===== config.mk =====
export PLATFORM = sky130hd
export DESIGN_NAME = sliding_window_mean_with_exclusion_top_flat
export DESIGN_NICKNAME = d
export VERILOG_FILES = /design/src/hw/rtl/swm_pkg.sv /design/src/hw/rtl/swm_ifs.sv /design/src/hw/rtl/swm_front.sv /design/src/hw/rtl/swm_fifo.sv /design/src/hw/rtl/swm_back.sv /design/src/hw/rtl/sliding_window_mean_with_exclusion_top.sv /design/src/flat_wrapper.sv
export SDC_FILE = /design/constraint.sdc
export NUM_CORES = 1
export LEC_CHECK = 0
export CELL_PAD_IN_SITES_DETAIL_PLACEMENT = 1
export CELL_PAD_IN_SITES_GLOBAL_PLACEMENT = 2
export CORE_UTILIZATION = 47
export CTS_CLUSTER_SIZE = 40
export DETAILED_ROUTE_END_ITERATION = 8
export DONT_BUFFER_PORTS = 1
export GPL_TIMING_DRIVEN = 0
export MAX_ROUTING_LAYER = met4
export PLACE_DENSITY_LB_ADDON = 0.1
export SETUP_SLACK_MARGIN = 0.15
export SLEW_MARGIN = 25
export SYNTH_ARGS = -nofsm -noshare
export SYNTH_HDL_FRONTEND = slang
export SYNTH_SLANG_ARGS = --single-unit

===== constraint.sdc =====
create_clock -name clk -period 13.9 [get_ports clk]
set_clock_uncertainty 0.1 [all_clocks]
set_input_delay 0.695 -clock clk [delete_from_list [all_inputs] [get_ports clk]]
set_output_delay 0.695 -clock clk [all_outputs]
set_load 0.02 [all_outputs]

===== src/hw/rtl/swm_pkg.sv =====
// shared constants, codes and types of the sliding window mean block
`timescale 1ns / 1ps
package swm_pkg;

	// window and datapath sizes
	localparam int WINDOW_MAX  = 4096;
	localparam int CNT_W       = $clog2(WINDOW_MAX + 1);
	localparam int VAL_W       = 32;
	localparam int SUM_W       = 44;
	localparam int DIV_CW      = $clog2(SUM_W);
	localparam int QUEUE_DEPTH = 4;
	localparam int QUEUE_AW    = $clog2(QUEUE_DEPTH);
	localparam int QUEUE_CW    = $clog2(QUEUE_DEPTH + 1);
	localparam int CFG_IDX_W   = 2;

	// action codes on the input channel
	localparam logic [1:0] ACT_ADD    = 2'd0;
	localparam logic [1:0] ACT_REMOVE = 2'd1;
	localparam logic [1:0] ACT_QUERY  = 2'd2;

	// result kinds
	localparam logic [1:0] KIND_MEAN   = 2'd0;
	localparam logic [1:0] KIND_CENTRE = 2'd1;
	localparam logic [1:0] KIND_FILL   = 2'd2;

	// configuration register indexes
	localparam logic [CFG_IDX_W-1:0] CFG_EXCL_EN    = 2'd0;
	localparam logic [CFG_IDX_W-1:0] CFG_EXCL_VALUE = 2'd1;
	localparam logic [CFG_IDX_W-1:0] CFG_REJECT_CTR = 2'd2;
	localparam logic [CFG_IDX_W-1:0] CFG_MIN_GOOD   = 2'd3;

	// classified operations passed from front to back
	typedef enum logic [2:0] {
		OP_ADD_GOOD,
		OP_REM_GOOD,
		OP_ADD_EXCL,
		OP_REM_EXCL,
		OP_QUERY
	} op_t;

	// back end sequencer states
	typedef enum logic [1:0] {
		BK_IDLE,
		BK_DIV,
		BK_FIN
	} bk_state_t;

	typedef struct packed {
		logic                    excl_en;
		logic signed [VAL_W-1:0] excl_value;
		logic                    reject_centre;
		logic [CNT_W-1:0]        min_good;
	} swm_cfg_t;

	typedef struct packed {
		op_t                     op;
		logic signed [VAL_W-1:0] value;
		logic                    centre_excl;
	} qentry_t;

	typedef struct packed {
		logic full;
		logic empty;
	} qstat_t;

	typedef struct packed {
		logic             dividing;
		logic [CNT_W-1:0] good_cnt;
		logic [CNT_W-1:0] excl_cnt;
	} bk_stat_t;

endpackage


===== src/hw/rtl/swm_ifs.sv =====
// channel interfaces for input items and results
`timescale 1ns / 1ps
interface swm_in_if import swm_pkg::*; ();
	logic                    valid;
	logic                    ready;
	logic [1:0]              action;
	logic signed [VAL_W-1:0] item_value;
	logic                    item_present;

	modport source (output valid, action, item_value, item_present, input ready);
	modport sink (input valid, action, item_value, item_present, output ready);
endinterface

interface swm_out_if import swm_pkg::*; ();
	logic                    valid;
	logic                    ready;
	logic signed [VAL_W-1:0] result_value;
	logic                    result_valid;
	logic [1:0]              result_kind;

	modport source (output valid, result_value, result_valid, result_kind, input ready);
	modport sink (input valid, result_value, result_valid, result_kind, output ready);
endinterface


===== src/hw/rtl/swm_front.sv =====
// front end: configuration registers, item acceptance and classification
`timescale 1ns / 1ps
module swm_front import swm_pkg::*; (
	input  logic                 clk,
	input  logic                 arst_n,
	input  logic                 cfg_we,
	input  logic [CFG_IDX_W-1:0] cfg_index,
	input  logic [VAL_W-1:0]     cfg_data,
	swm_in_if.sink               item,
	input  logic                 q_full,
	output logic                 push,
	output qentry_t              push_ent,
	output swm_cfg_t             cfg
);

	swm_cfg_t cfg_q;
	logic     is_excl;
	logic     keep;

	// configuration registers
	always_ff @(posedge clk or negedge arst_n) begin
		if (!arst_n) begin
			cfg_q <= '0;
		end else if (cfg_we) begin
			case (cfg_index)
				CFG_EXCL_EN:    cfg_q.excl_en <= cfg_data[0];
				CFG_EXCL_VALUE: cfg_q.excl_value <= cfg_data;
				CFG_REJECT_CTR: cfg_q.reject_centre <= cfg_data[0];
				CFG_MIN_GOOD:   cfg_q.min_good <= cfg_data[CNT_W-1:0];
				default: ;
			endcase
		end
	end

	assign cfg = cfg_q;

	// classification of the incoming item
	assign is_excl = item.item_present && cfg_q.excl_en &&
		(item.item_value == cfg_q.excl_value);

	always_comb begin
		keep = 1'b0;
		push_ent.op = OP_QUERY;
		push_ent.value = item.item_value;
		push_ent.centre_excl = is_excl;
		case (item.action)
			ACT_ADD: begin
				keep = item.item_present;
				push_ent.op = is_excl ? OP_ADD_EXCL : OP_ADD_GOOD;
			end
			ACT_REMOVE: begin
				keep = item.item_present;
				push_ent.op = is_excl ? OP_REM_EXCL : OP_REM_GOOD;
			end
			ACT_QUERY: begin
				keep = 1'b1;
				push_ent.op = OP_QUERY;
			end
			default: keep = 1'b0;
		endcase
	end

	// missing samples and unknown actions are taken and dropped here
	assign item.ready = !q_full;
	assign push = item.valid && !q_full && keep;

endmodule


===== src/hw/rtl/swm_fifo.sv =====
// short queue of classified operations between front and back
`timescale 1ns / 1ps
module swm_fifo import swm_pkg::*; (
	input  logic    clk,
	input  logic    arst_n,
	input  logic    push,
	input  qentry_t din,
	input  logic    pop,
	output qentry_t dout,
	output qstat_t  stat
);

	qentry_t             mem_q [QUEUE_DEPTH];
	logic [QUEUE_AW-1:0] wr_ptr_q;
	logic [QUEUE_AW-1:0] rd_ptr_q;
	logic [QUEUE_CW-1:0] cnt_q;

	// entry storage
	always_ff @(posedge clk) begin
		if (push) begin
			mem_q[wr_ptr_q] <= din;
		end
	end

	// pointers and fill count
	always_ff @(posedge clk or negedge arst_n) begin
		if (!arst_n) begin
			wr_ptr_q <= '0;
			rd_ptr_q <= '0;
			cnt_q <= '0;
		end else begin
			if (push) begin
				wr_ptr_q <= wr_ptr_q + 1'b1;
			end
			if (pop) begin
				rd_ptr_q <= rd_ptr_q + 1'b1;
			end
			if (push && !pop) begin
				cnt_q <= cnt_q + 1'b1;
			end else if (pop && !push) begin
				cnt_q <= cnt_q - 1'b1;
			end
		end
	end

	assign dout = mem_q[rd_ptr_q];
	assign stat.full = (cnt_q == QUEUE_CW'(QUEUE_DEPTH));
	assign stat.empty = (cnt_q == '0);

endmodule


===== src/hw/rtl/swm_back.sv =====
// back end: running sum and counters, query decision, serial divider, result register
`timescale 1ns / 1ps
module swm_back import swm_pkg::*; (
	input  logic     clk,
	input  logic     arst_n,
	input  swm_cfg_t cfg,
	input  logic     q_empty,
	input  qentry_t  ent,
	output logic     pop,
	output bk_stat_t stat,
	swm_out_if.source result
);

	bk_state_t state_q, state_d;

	logic [SUM_W-1:0]  sum_q;
	logic [CNT_W-1:0]  good_q;
	logic [CNT_W-1:0]  excl_q;

	logic [SUM_W-1:0]  dvd_q;
	logic [CNT_W-1:0]  rem_q;
	logic [CNT_W-1:0]  divisor_q;
	logic [DIV_CW-1:0] cnt_q;
	logic              neg_q;

	logic                    res_valid_q;
	logic signed [VAL_W-1:0] res_value_q;
	logic                    res_ok_q;
	logic [1:0]              res_kind_q;

	logic                    out_free;
	logic                    start_div;
	logic                    load_res;
	logic signed [VAL_W-1:0] res_value_d;
	logic                    res_ok_d;
	logic [1:0]              res_kind_d;

	logic [SUM_W-1:0] sample_ext;
	logic [CNT_W:0]   trial;
	logic             trial_ge;
	logic             q_hi;
	logic             sat_neg;
	logic             sat_pos;
	logic [VAL_W-1:0] mean_val;

	assign out_free = !res_valid_q || result.ready;
	assign sample_ext = {{(SUM_W - VAL_W){ent.value[VAL_W-1]}}, ent.value};

	// divider step and saturation of the quotient
	assign trial = {rem_q, dvd_q[SUM_W-1]};
	assign trial_ge = (trial >= {1'b0, divisor_q});
	assign q_hi = |dvd_q[SUM_W-1:VAL_W];
	assign sat_neg = q_hi || (dvd_q[VAL_W-1] && (|dvd_q[VAL_W-2:0]));
	assign sat_pos = q_hi || dvd_q[VAL_W-1];

	always_comb begin
		if (neg_q) begin
			mean_val = sat_neg ? {1'b1, {(VAL_W - 1){1'b0}}} : (~dvd_q[VAL_W-1:0] + 1'b1);
		end else begin
			mean_val = sat_pos ? {1'b0, {(VAL_W - 1){1'b1}}} : dvd_q[VAL_W-1:0];
		end
	end

	// sequencer state register
	always_ff @(posedge clk or negedge arst_n) begin
		if (!arst_n) begin
			state_q <= BK_IDLE;
		end else begin
			state_q <= state_d;
		end
	end

	// next state, queue pop and result selection
	always_comb begin
		state_d = state_q;
		pop = 1'b0;
		start_div = 1'b0;
		load_res = 1'b0;
		res_value_d = '0;
		res_ok_d = 1'b0;
		res_kind_d = KIND_MEAN;
		case (state_q)
			BK_IDLE: begin
				if (!q_empty) begin
					if (ent.op == OP_QUERY) begin
						if (ent.centre_excl && cfg.reject_centre) begin
							if (out_free) begin
								pop = 1'b1;
								load_res = 1'b1;
								res_value_d = cfg.excl_value;
								res_ok_d = 1'b1;
								res_kind_d = KIND_CENTRE;
							end
						end else if (good_q > cfg.min_good) begin
							pop = 1'b1;
							start_div = 1'b1;
							state_d = BK_DIV;
						end else if (out_free) begin
							pop = 1'b1;
							load_res = 1'b1;
							if (cfg.excl_en && !cfg.reject_centre && (excl_q != '0)) begin
								res_value_d = cfg.excl_value;
								res_ok_d = 1'b1;
								res_kind_d = KIND_FILL;
							end
						end
					end else begin
						pop = 1'b1;
					end
				end
			end
			BK_DIV: begin
				if (cnt_q == '0) begin
					state_d = BK_FIN;
				end
			end
			BK_FIN: begin
				if (out_free) begin
					load_res = 1'b1;
					res_value_d = mean_val;
					res_ok_d = 1'b1;
					res_kind_d = KIND_MEAN;
					state_d = BK_IDLE;
				end
			end
			default: state_d = BK_IDLE;
		endcase
	end

	// running sum and saturating counters
	always_ff @(posedge clk or negedge arst_n) begin
		if (!arst_n) begin
			sum_q <= '0;
			good_q <= '0;
			excl_q <= '0;
		end else if (pop) begin
			case (ent.op)
				OP_ADD_GOOD: begin
					if (good_q != CNT_W'(WINDOW_MAX)) begin
						sum_q <= sum_q + sample_ext;
						good_q <= good_q + 1'b1;
					end
				end
				OP_REM_GOOD: begin
					if (good_q != '0) begin
						sum_q <= sum_q - sample_ext;
						good_q <= good_q - 1'b1;
					end
				end
				OP_ADD_EXCL: begin
					if (excl_q != CNT_W'(WINDOW_MAX)) begin
						excl_q <= excl_q + 1'b1;
					end
				end
				OP_REM_EXCL: begin
					if (excl_q != '0) begin
						excl_q <= excl_q - 1'b1;
					end
				end
				default: ;
			endcase
		end
	end

	// restoring divider, one quotient bit a cycle
	always_ff @(posedge clk) begin
		if (start_div) begin
			neg_q <= sum_q[SUM_W-1];
			dvd_q <= sum_q[SUM_W-1] ? (~sum_q + 1'b1) : sum_q;
			rem_q <= '0;
			divisor_q <= good_q;
			cnt_q <= DIV_CW'(SUM_W - 1);
		end else if (state_q == BK_DIV) begin
			rem_q <= trial_ge ? CNT_W'(trial - {1'b0, divisor_q}) : trial[CNT_W-1:0];
			dvd_q <= {dvd_q[SUM_W-2:0], trial_ge};
			cnt_q <= cnt_q - 1'b1;
		end
	end

	// result output register
	always_ff @(posedge clk or negedge arst_n) begin
		if (!arst_n) begin
			res_valid_q <= 1'b0;
		end else if (load_res) begin
			res_valid_q <= 1'b1;
		end else if (result.ready) begin
			res_valid_q <= 1'b0;
		end
	end

	always_ff @(posedge clk) begin
		if (load_res) begin
			res_value_q <= res_value_d;
			res_ok_q <= res_ok_d;
			res_kind_q <= res_kind_d;
		end
	end

	assign result.valid = res_valid_q;
	assign result.result_value = res_value_q;
	assign result.result_valid = res_ok_q;
	assign result.result_kind = res_kind_q;

	assign stat.dividing = (state_q == BK_DIV);
	assign stat.good_cnt = good_q;
	assign stat.excl_cnt = excl_q;

endmodule


===== src/hw/rtl/sliding_window_mean_with_exclusion_top.sv =====
// top level of the sliding window mean with exclusion block
// add and remove transactions: one per cycle while the queue has room, applied on pop
// query without a mean: result registered when popped while the output is free
// query with a mean: result from the 44-step serial divider in the back end, registered
// in the finishing state; the back end takes no other operation while the divider runs
// asynchronous active-low reset clears sums, counters, configuration and the queue
`timescale 1ns / 1ps
module sliding_window_mean_with_exclusion_top import swm_pkg::*; (
	input  logic                 clk,
	input  logic                 arst_n,
	input  logic                 cfg_we,
	input  logic [CFG_IDX_W-1:0] cfg_index,
	input  logic [VAL_W-1:0]     cfg_data,
	swm_in_if.sink               item,
	swm_out_if.source            result
);

	swm_cfg_t cfg;
	logic     q_push;
	logic     q_pop;
	qentry_t  q_din;
	qentry_t  q_dout;
	qstat_t   q_stat;
	bk_stat_t bk_stat;

	// accept and classify
	swm_front u_front (
		.clk       (clk),
		.arst_n    (arst_n),
		.cfg_we    (cfg_we),
		.cfg_index (cfg_index),
		.cfg_data  (cfg_data),
		.item      (item),
		.q_full    (q_stat.full),
		.push      (q_push),
		.push_ent  (q_din),
		.cfg       (cfg)
	);

	// operation queue
	swm_fifo u_fifo (
		.clk    (clk),
		.arst_n (arst_n),
		.push   (q_push),
		.din    (q_din),
		.pop    (q_pop),
		.dout   (q_dout),
		.stat   (q_stat)
	);

	// execute and answer
	swm_back u_back (
		.clk     (clk),
		.arst_n  (arst_n),
		.cfg     (cfg),
		.q_empty (q_stat.empty),
		.ent     (q_dout),
		.pop     (q_pop),
		.stat    (bk_stat),
		.result  (result)
	);

	// the back end only takes operations that are really queued
	a_pop_not_empty: assert property (@(posedge clk) disable iff (!arst_n)
		q_pop |-> !q_stat.empty)
		else $error("queue popped while empty");

	// nothing leaves the queue while the divider runs
	a_no_pop_dividing: assert property (@(posedge clk) disable iff (!arst_n)
		bk_stat.dividing |-> !q_pop)
		else $error("queue popped during division");

	// counters stay within the window
	a_counts_bounded: assert property (@(posedge clk) disable iff (!arst_n)
		(bk_stat.good_cnt <= CNT_W'(WINDOW_MAX)) && (bk_stat.excl_cnt <= CNT_W'(WINDOW_MAX)))
		else $error("window counter beyond window size");

	// a division ends in the finishing state, which takes nothing from the queue
	a_div_exit: assert property (@(posedge clk) disable iff (!arst_n)
		($past(bk_stat.dividing) && !bk_stat.dividing) |-> !q_pop)
		else $error("division left early");

endmodule

===== src/flat_wrapper.sv =====
// flat-port wrapper written by rule: the top's interface ports become plain ports
module sliding_window_mean_with_exclusion_top_flat import swm_pkg::*;
  (clk, arst_n, cfg_we, cfg_index, cfg_data, item_valid, item_action, item_item_value, item_item_present, item_ready, result_valid, result_result_value, result_result_valid, result_result_kind, result_ready);
  swm_in_if item_i ();
  swm_out_if result_i ();
  input  logic clk;
  input  logic arst_n;
  input  logic cfg_we;
  input  logic [CFG_IDX_W-1:0] cfg_index;
  input  logic [VAL_W-1:0] cfg_data;
  input wire logic [$bits(item_i.valid)-1:0] item_valid;
  input wire logic [$bits(item_i.action)-1:0] item_action;
  input wire logic [$bits(item_i.item_value)-1:0] item_item_value;
  input wire logic [$bits(item_i.item_present)-1:0] item_item_present;
  output wire logic [$bits(item_i.ready)-1:0] item_ready;
  output wire logic [$bits(result_i.valid)-1:0] result_valid;
  output wire logic [$bits(result_i.result_value)-1:0] result_result_value;
  output wire logic [$bits(result_i.result_valid)-1:0] result_result_valid;
  output wire logic [$bits(result_i.result_kind)-1:0] result_result_kind;
  input wire logic [$bits(result_i.ready)-1:0] result_ready;
  assign item_i.valid = item_valid;
  assign item_i.action = item_action;
  assign item_i.item_value = item_item_value;
  assign item_i.item_present = item_item_present;
  assign item_ready = item_i.ready;
  assign result_valid = result_i.valid;
  assign result_result_value = result_i.result_value;
  assign result_result_valid = result_i.result_valid;
  assign result_result_kind = result_i.result_kind;
  assign result_i.ready = result_ready;
  sliding_window_mean_with_exclusion_top u_core (.clk(clk), .arst_n(arst_n), .cfg_we(cfg_we), .cfg_index(cfg_index), .cfg_data(cfg_data), .item(item_i), .result(result_i));
endmodule

==> impl_metrics.env <==
export IMPL_outcome="complete, no violations"
export IMPL_final_hold_viol_count=0
export IMPL_yosys_warnings=0
export IMPL_worst_pin_slew_ns=0.9321
export IMPL_post_route_min_period_ns=7.405
export IMPL_hp_class="input pin to asynchronous set/reset pin"
export IMPL_r2r_slack_ns=6.49
export IMPL_power_internal_mw=3.857
export IMPL_critPathKind="flop to flop"
export IMPL_fin_setup_tns_ns=0
export IMPL_synth_cell_area_um2=21670
export IMPL_die_width_um=216.7
export IMPL_setup_viol=0
export IMPL_drive_gt1_share_pct=9.707
export IMPL_diodes=0
export IMPL_synth_ff_type="edfxtp_1"
export IMPL_vias_per_cell=6.098
export IMPL_synth_cell_types=69
export IMPL_grt_ovfl_total=0
export IMPL_drc_errors=0
export IMPL_cp_max_fo=10
export IMPL_fillCellCount=4847
export IMPL_clockBufferDepth=3
export IMPL_syn_nets=2181
export IMPL_cts_made_buffers=42
export IMPL_p_seq_share_pct=28.8
export IMPL_path_clk_slew_ns=0.07
export IMPL_syn_instance_count=2001
export IMPL_r2r_start="u_core.u_fifo.rd_ptr_q[0]$_DFFE_PN0P_"
export IMPL_portBuffers=0
export IMPL_fmax_mhz=135.0
export IMPL_cts_setup_buffers=0
export IMPL_switchingPower_mw=3.312
export IMPL_seq_area_frac_synth_pct=49.27
export IMPL_max_slew_margin_rel_pct=37.38
export IMPL_slew_viol_final=0
export IMPL_synth_commonest_cells="edfxtp_1 (237), nand2_1 (215), o21ai_0 (191), dfrtp_1 (127), a21oi_1 (107)"
export IMPL_crit_path_end="u_core.u_back.sum_q[41]$_DFFE_PN0P_"
export IMPL_synth_top_cell_by_area="edfxtp_1"
export IMPL_power_leakage_nw=9.367
export IMPL_clkPwrFrac_pct=17.2
export IMPL_startpoint="u_core.u_fifo.rd_ptr_q[0]$_DFFE_PN0P_"
export IMPL_r2r_cells=20
export IMPL_grt_pass1_vias=16919
export IMPL_grt_max_degree=128
export IMPL_routed_wl_um=68890
export IMPL_vias=16350
export IMPL_core_um2=45380
export IMPL_rsz0062_at_grt="false"
export IMPL_start_util_pct=47.74
export IMPL_dr_pass1_iters=5
export IMPL_async_reset_ff_share_pct=33.16
export IMPL_p_sw_share_pct=46.20
export IMPL_grt_usage_pct=30.68
export IMPL_cts_root_buf="clkbuf_16"
export IMPL_cellPowerDensity_nw_per_um2=298.9
export IMPL_combPwrFrac_pct=54.0
export IMPL_antenna_found_initial=0
export IMPL_clk_latency_ns=0.60
export IMPL_fin_nets=2227
export IMPL_rr_endpoint="u_core.u_back.sum_q[41]$_DFFE_PN0P_"
export IMPL_crit_path_start_kind="flop"
export IMPL_min_period_over_period_pct=53.27
export IMPL_worst_slack_ns=6.495
export IMPL_synth_edf_count=237
export IMPL_die_h_um=216.7
export IMPL_place_ws_ns=6.407
export IMPL_die_area_um2=46960
export IMPL_peakVddDrop_mv=0.1829
export IMPL_yosysTopAreaCellShare_pct=32.85
export IMPL_syn_area_per_cell_um2=10.83
export IMPL_cts_resized=0
export IMPL_wl_per_cell_um=25.70
export IMPL_endpoint_kind="flop"
export IMPL_drtIter0Drc=1034
export IMPL_critPathRequiredTime_ns=14.29
export IMPL_h_tree_depth=2
export IMPL_grt_pass1_wl_um=104700
export IMPL_dpl_hpwl_um=51800
export IMPL_rows=78
export IMPL_cts_tree="built"
export IMPL_gp_congestion=0.8867
export IMPL_synth_seq_cells=383
export IMPL_ys_top_cells_by_area="edfxtp_1 (33%), dfrtp_1 (15%), ha_1 (5.8%), o21ai_0 (4.4%), xor2_1 (3.9%)"
export IMPL_postRouteAntennaNets=0
export IMPL_postCtsHoldBufs=1
export IMPL_crit_arrival_ns=7.79
export IMPL_area_growth_pct=10.71
export IMPL_ios=111
export IMPL_clock_sinks=383
export IMPL_max_cap_violations=0
export IMPL_synth_most_common_cell="edfxtp_1"
==> cells by family (layout without fill, tap and decap cells) <==
logic type               count (synthesis)  in the layout  synth area share [%]
multiplexers                           114            114                 7.715
XOR/XNOR                               191            191                 7.721
AO/OA/AOI/OAI                          493            493                 13.73
buffers and inverters                  154            234                 2.674
AND/OR/NAND/NOR                        560            560                 12.59
adder cells (fa/ha/maj)                106            106                 6.295
flip-flops                             383            383                 49.27
==> power by group through the flow <==
stage	Sequential [mW]	Clock, mW	Combinational (mW)
after global placement	2.06	0	3.70
after global routing	2.09	1.29	4.30
after detailed placement	2.07	0	3.81
after floorplan	1.87	0	2.82
final	2.07	1.23	3.87
after CTS	2.05	1.25	3.87
==> worst min-delay path by stage <==
stage | startpoint | to | slack, ns | cells past startpoint
after global routing | arst_n | u_core.u_back.good_q[3]$_DFFE_PN0P_ | 0.05 | 1
after detailed placement | arst_n | u_core.u_back.state_q[0]$_DFFE_PN0P_ | 0.31 | 0
after global placement | arst_n | u_core.u_back.excl_q[7]$_DFFE_PN0P_ | 0.31 | 0
after CTS | arst_n | u_core.u_back.sum_q[41]$_DFFE_PN0P_ | 0.006 | 1
after floorplan | arst_n | u_core.u_back.excl_q[0]$_DFFE_PN0P_ | 0.30 | 0
final | arst_n | u_core.u_back.good_q[3]$_DFFE_PN0P_ | 0.02 | 1
==> final cells by class <==
class                      count  area [um2]  area share [%]
buffer                        83       314.1           1.309
clock buffer                  50        1091           4.549
clock inverter                28       414.1           1.727
inverter                      71       266.5           1.111
multi-input combinational   1464       10430           43.47
sequential                   383       10680           44.51
tap                          600       750.7           3.130
timing repair buffer           2       47.55          0.1982
==> cell usage in the layout (no fill, tap or decap), types with 12 or more instances in the layout <==
cell,instances
edfxtp_1,237
nand2_1,213
o21ai_0,191
dfrtp_1,127
a21oi_1,107
ha_1,101
xor2_1,96
xnor2_1,95
nor2_1,92
clkbuf_1,77
inv_1,70
mux2_2,64
a21o_1,47
nand3_1,44
clkbuf_16,42
nor3_1,39
mux4_2,36
nor4_1,25
o31ai_1,21
o22ai_1,20
dfxtp_1,19
nor2b_1,18
nand4_1,16
a31oi_1,16
or4_1,15
nand2b_1,14
and3_1,14
mux2i_1,14
or2_2,12
==> state kept, by name (all words and copies together) (netlist names), 2 cells and up <==
name,count
u_core.u_back.cnt_q,6
u_core.u_back.divisor_q,13
u_core.u_back.dvd_q,44
u_core.u_back.excl_q,13
u_core.u_back.good_q,13
u_core.u_back.rem_q,13
u_core.u_back.result.result_kind,2
u_core.u_back.result.result_value,32
u_core.u_back.state_q,2
u_core.u_back.sum_q,44
u_core.u_fifo.cnt_q,3
u_core.u_fifo.mem_q,144
u_core.u_fifo.rd_ptr_q,2
u_core.u_fifo.wr_ptr_q,2
u_core.u_front.cfg,47
==> per-layer routing <==
| metal | part of all wire [%] | global-route usage (%) |
|---|---|---|
| met5 | 0 | - |
| met4 | 3.1 | 9.366 |
| met3 | 6.0 | 5.011 |
| met2 | 47 | 47.90 |
| met1 | 44 | 41.06 |
==> through the flow <==
step                cells  hold WS, ns  utilization, %  instance area (um2)  power [mW]
global placement     2601       0.3134           49.40                22420       5.764
floorplan            2001       0.2994               -                21670       4.686
global route         2681      0.04658           52.85                23990       7.674
CTS                  2681     0.006212           52.85                23990       7.170
finish               2681      0.01871           52.85                23990       7.169
detailed placement   2602       0.3146           49.48                22450       5.880
==> critical path: stages (launching register included) <==
cell and delay (ns):
dfrtp_1 0.36, buf_2 0.33, buf_1 0.73, buf_1 0.71, mux4_2 0.65, or2_2 0.33, nor2_1 0.20, nand3_1 0.17
nor3_1 0.82, a21oi_1 0.19, xnor2_1 0.35, ha_1 0.37, a21o_1 0.21, a21o_1 0.17, a21oi_1 0.21, o21ai_0 0.15
a21o_1 0.17, a31oi_1 0.42, o31a_1 0.33, nor4_1 0.08, a211o_1 0.25
No activity file was read; power rests on OpenSTA's default activity.
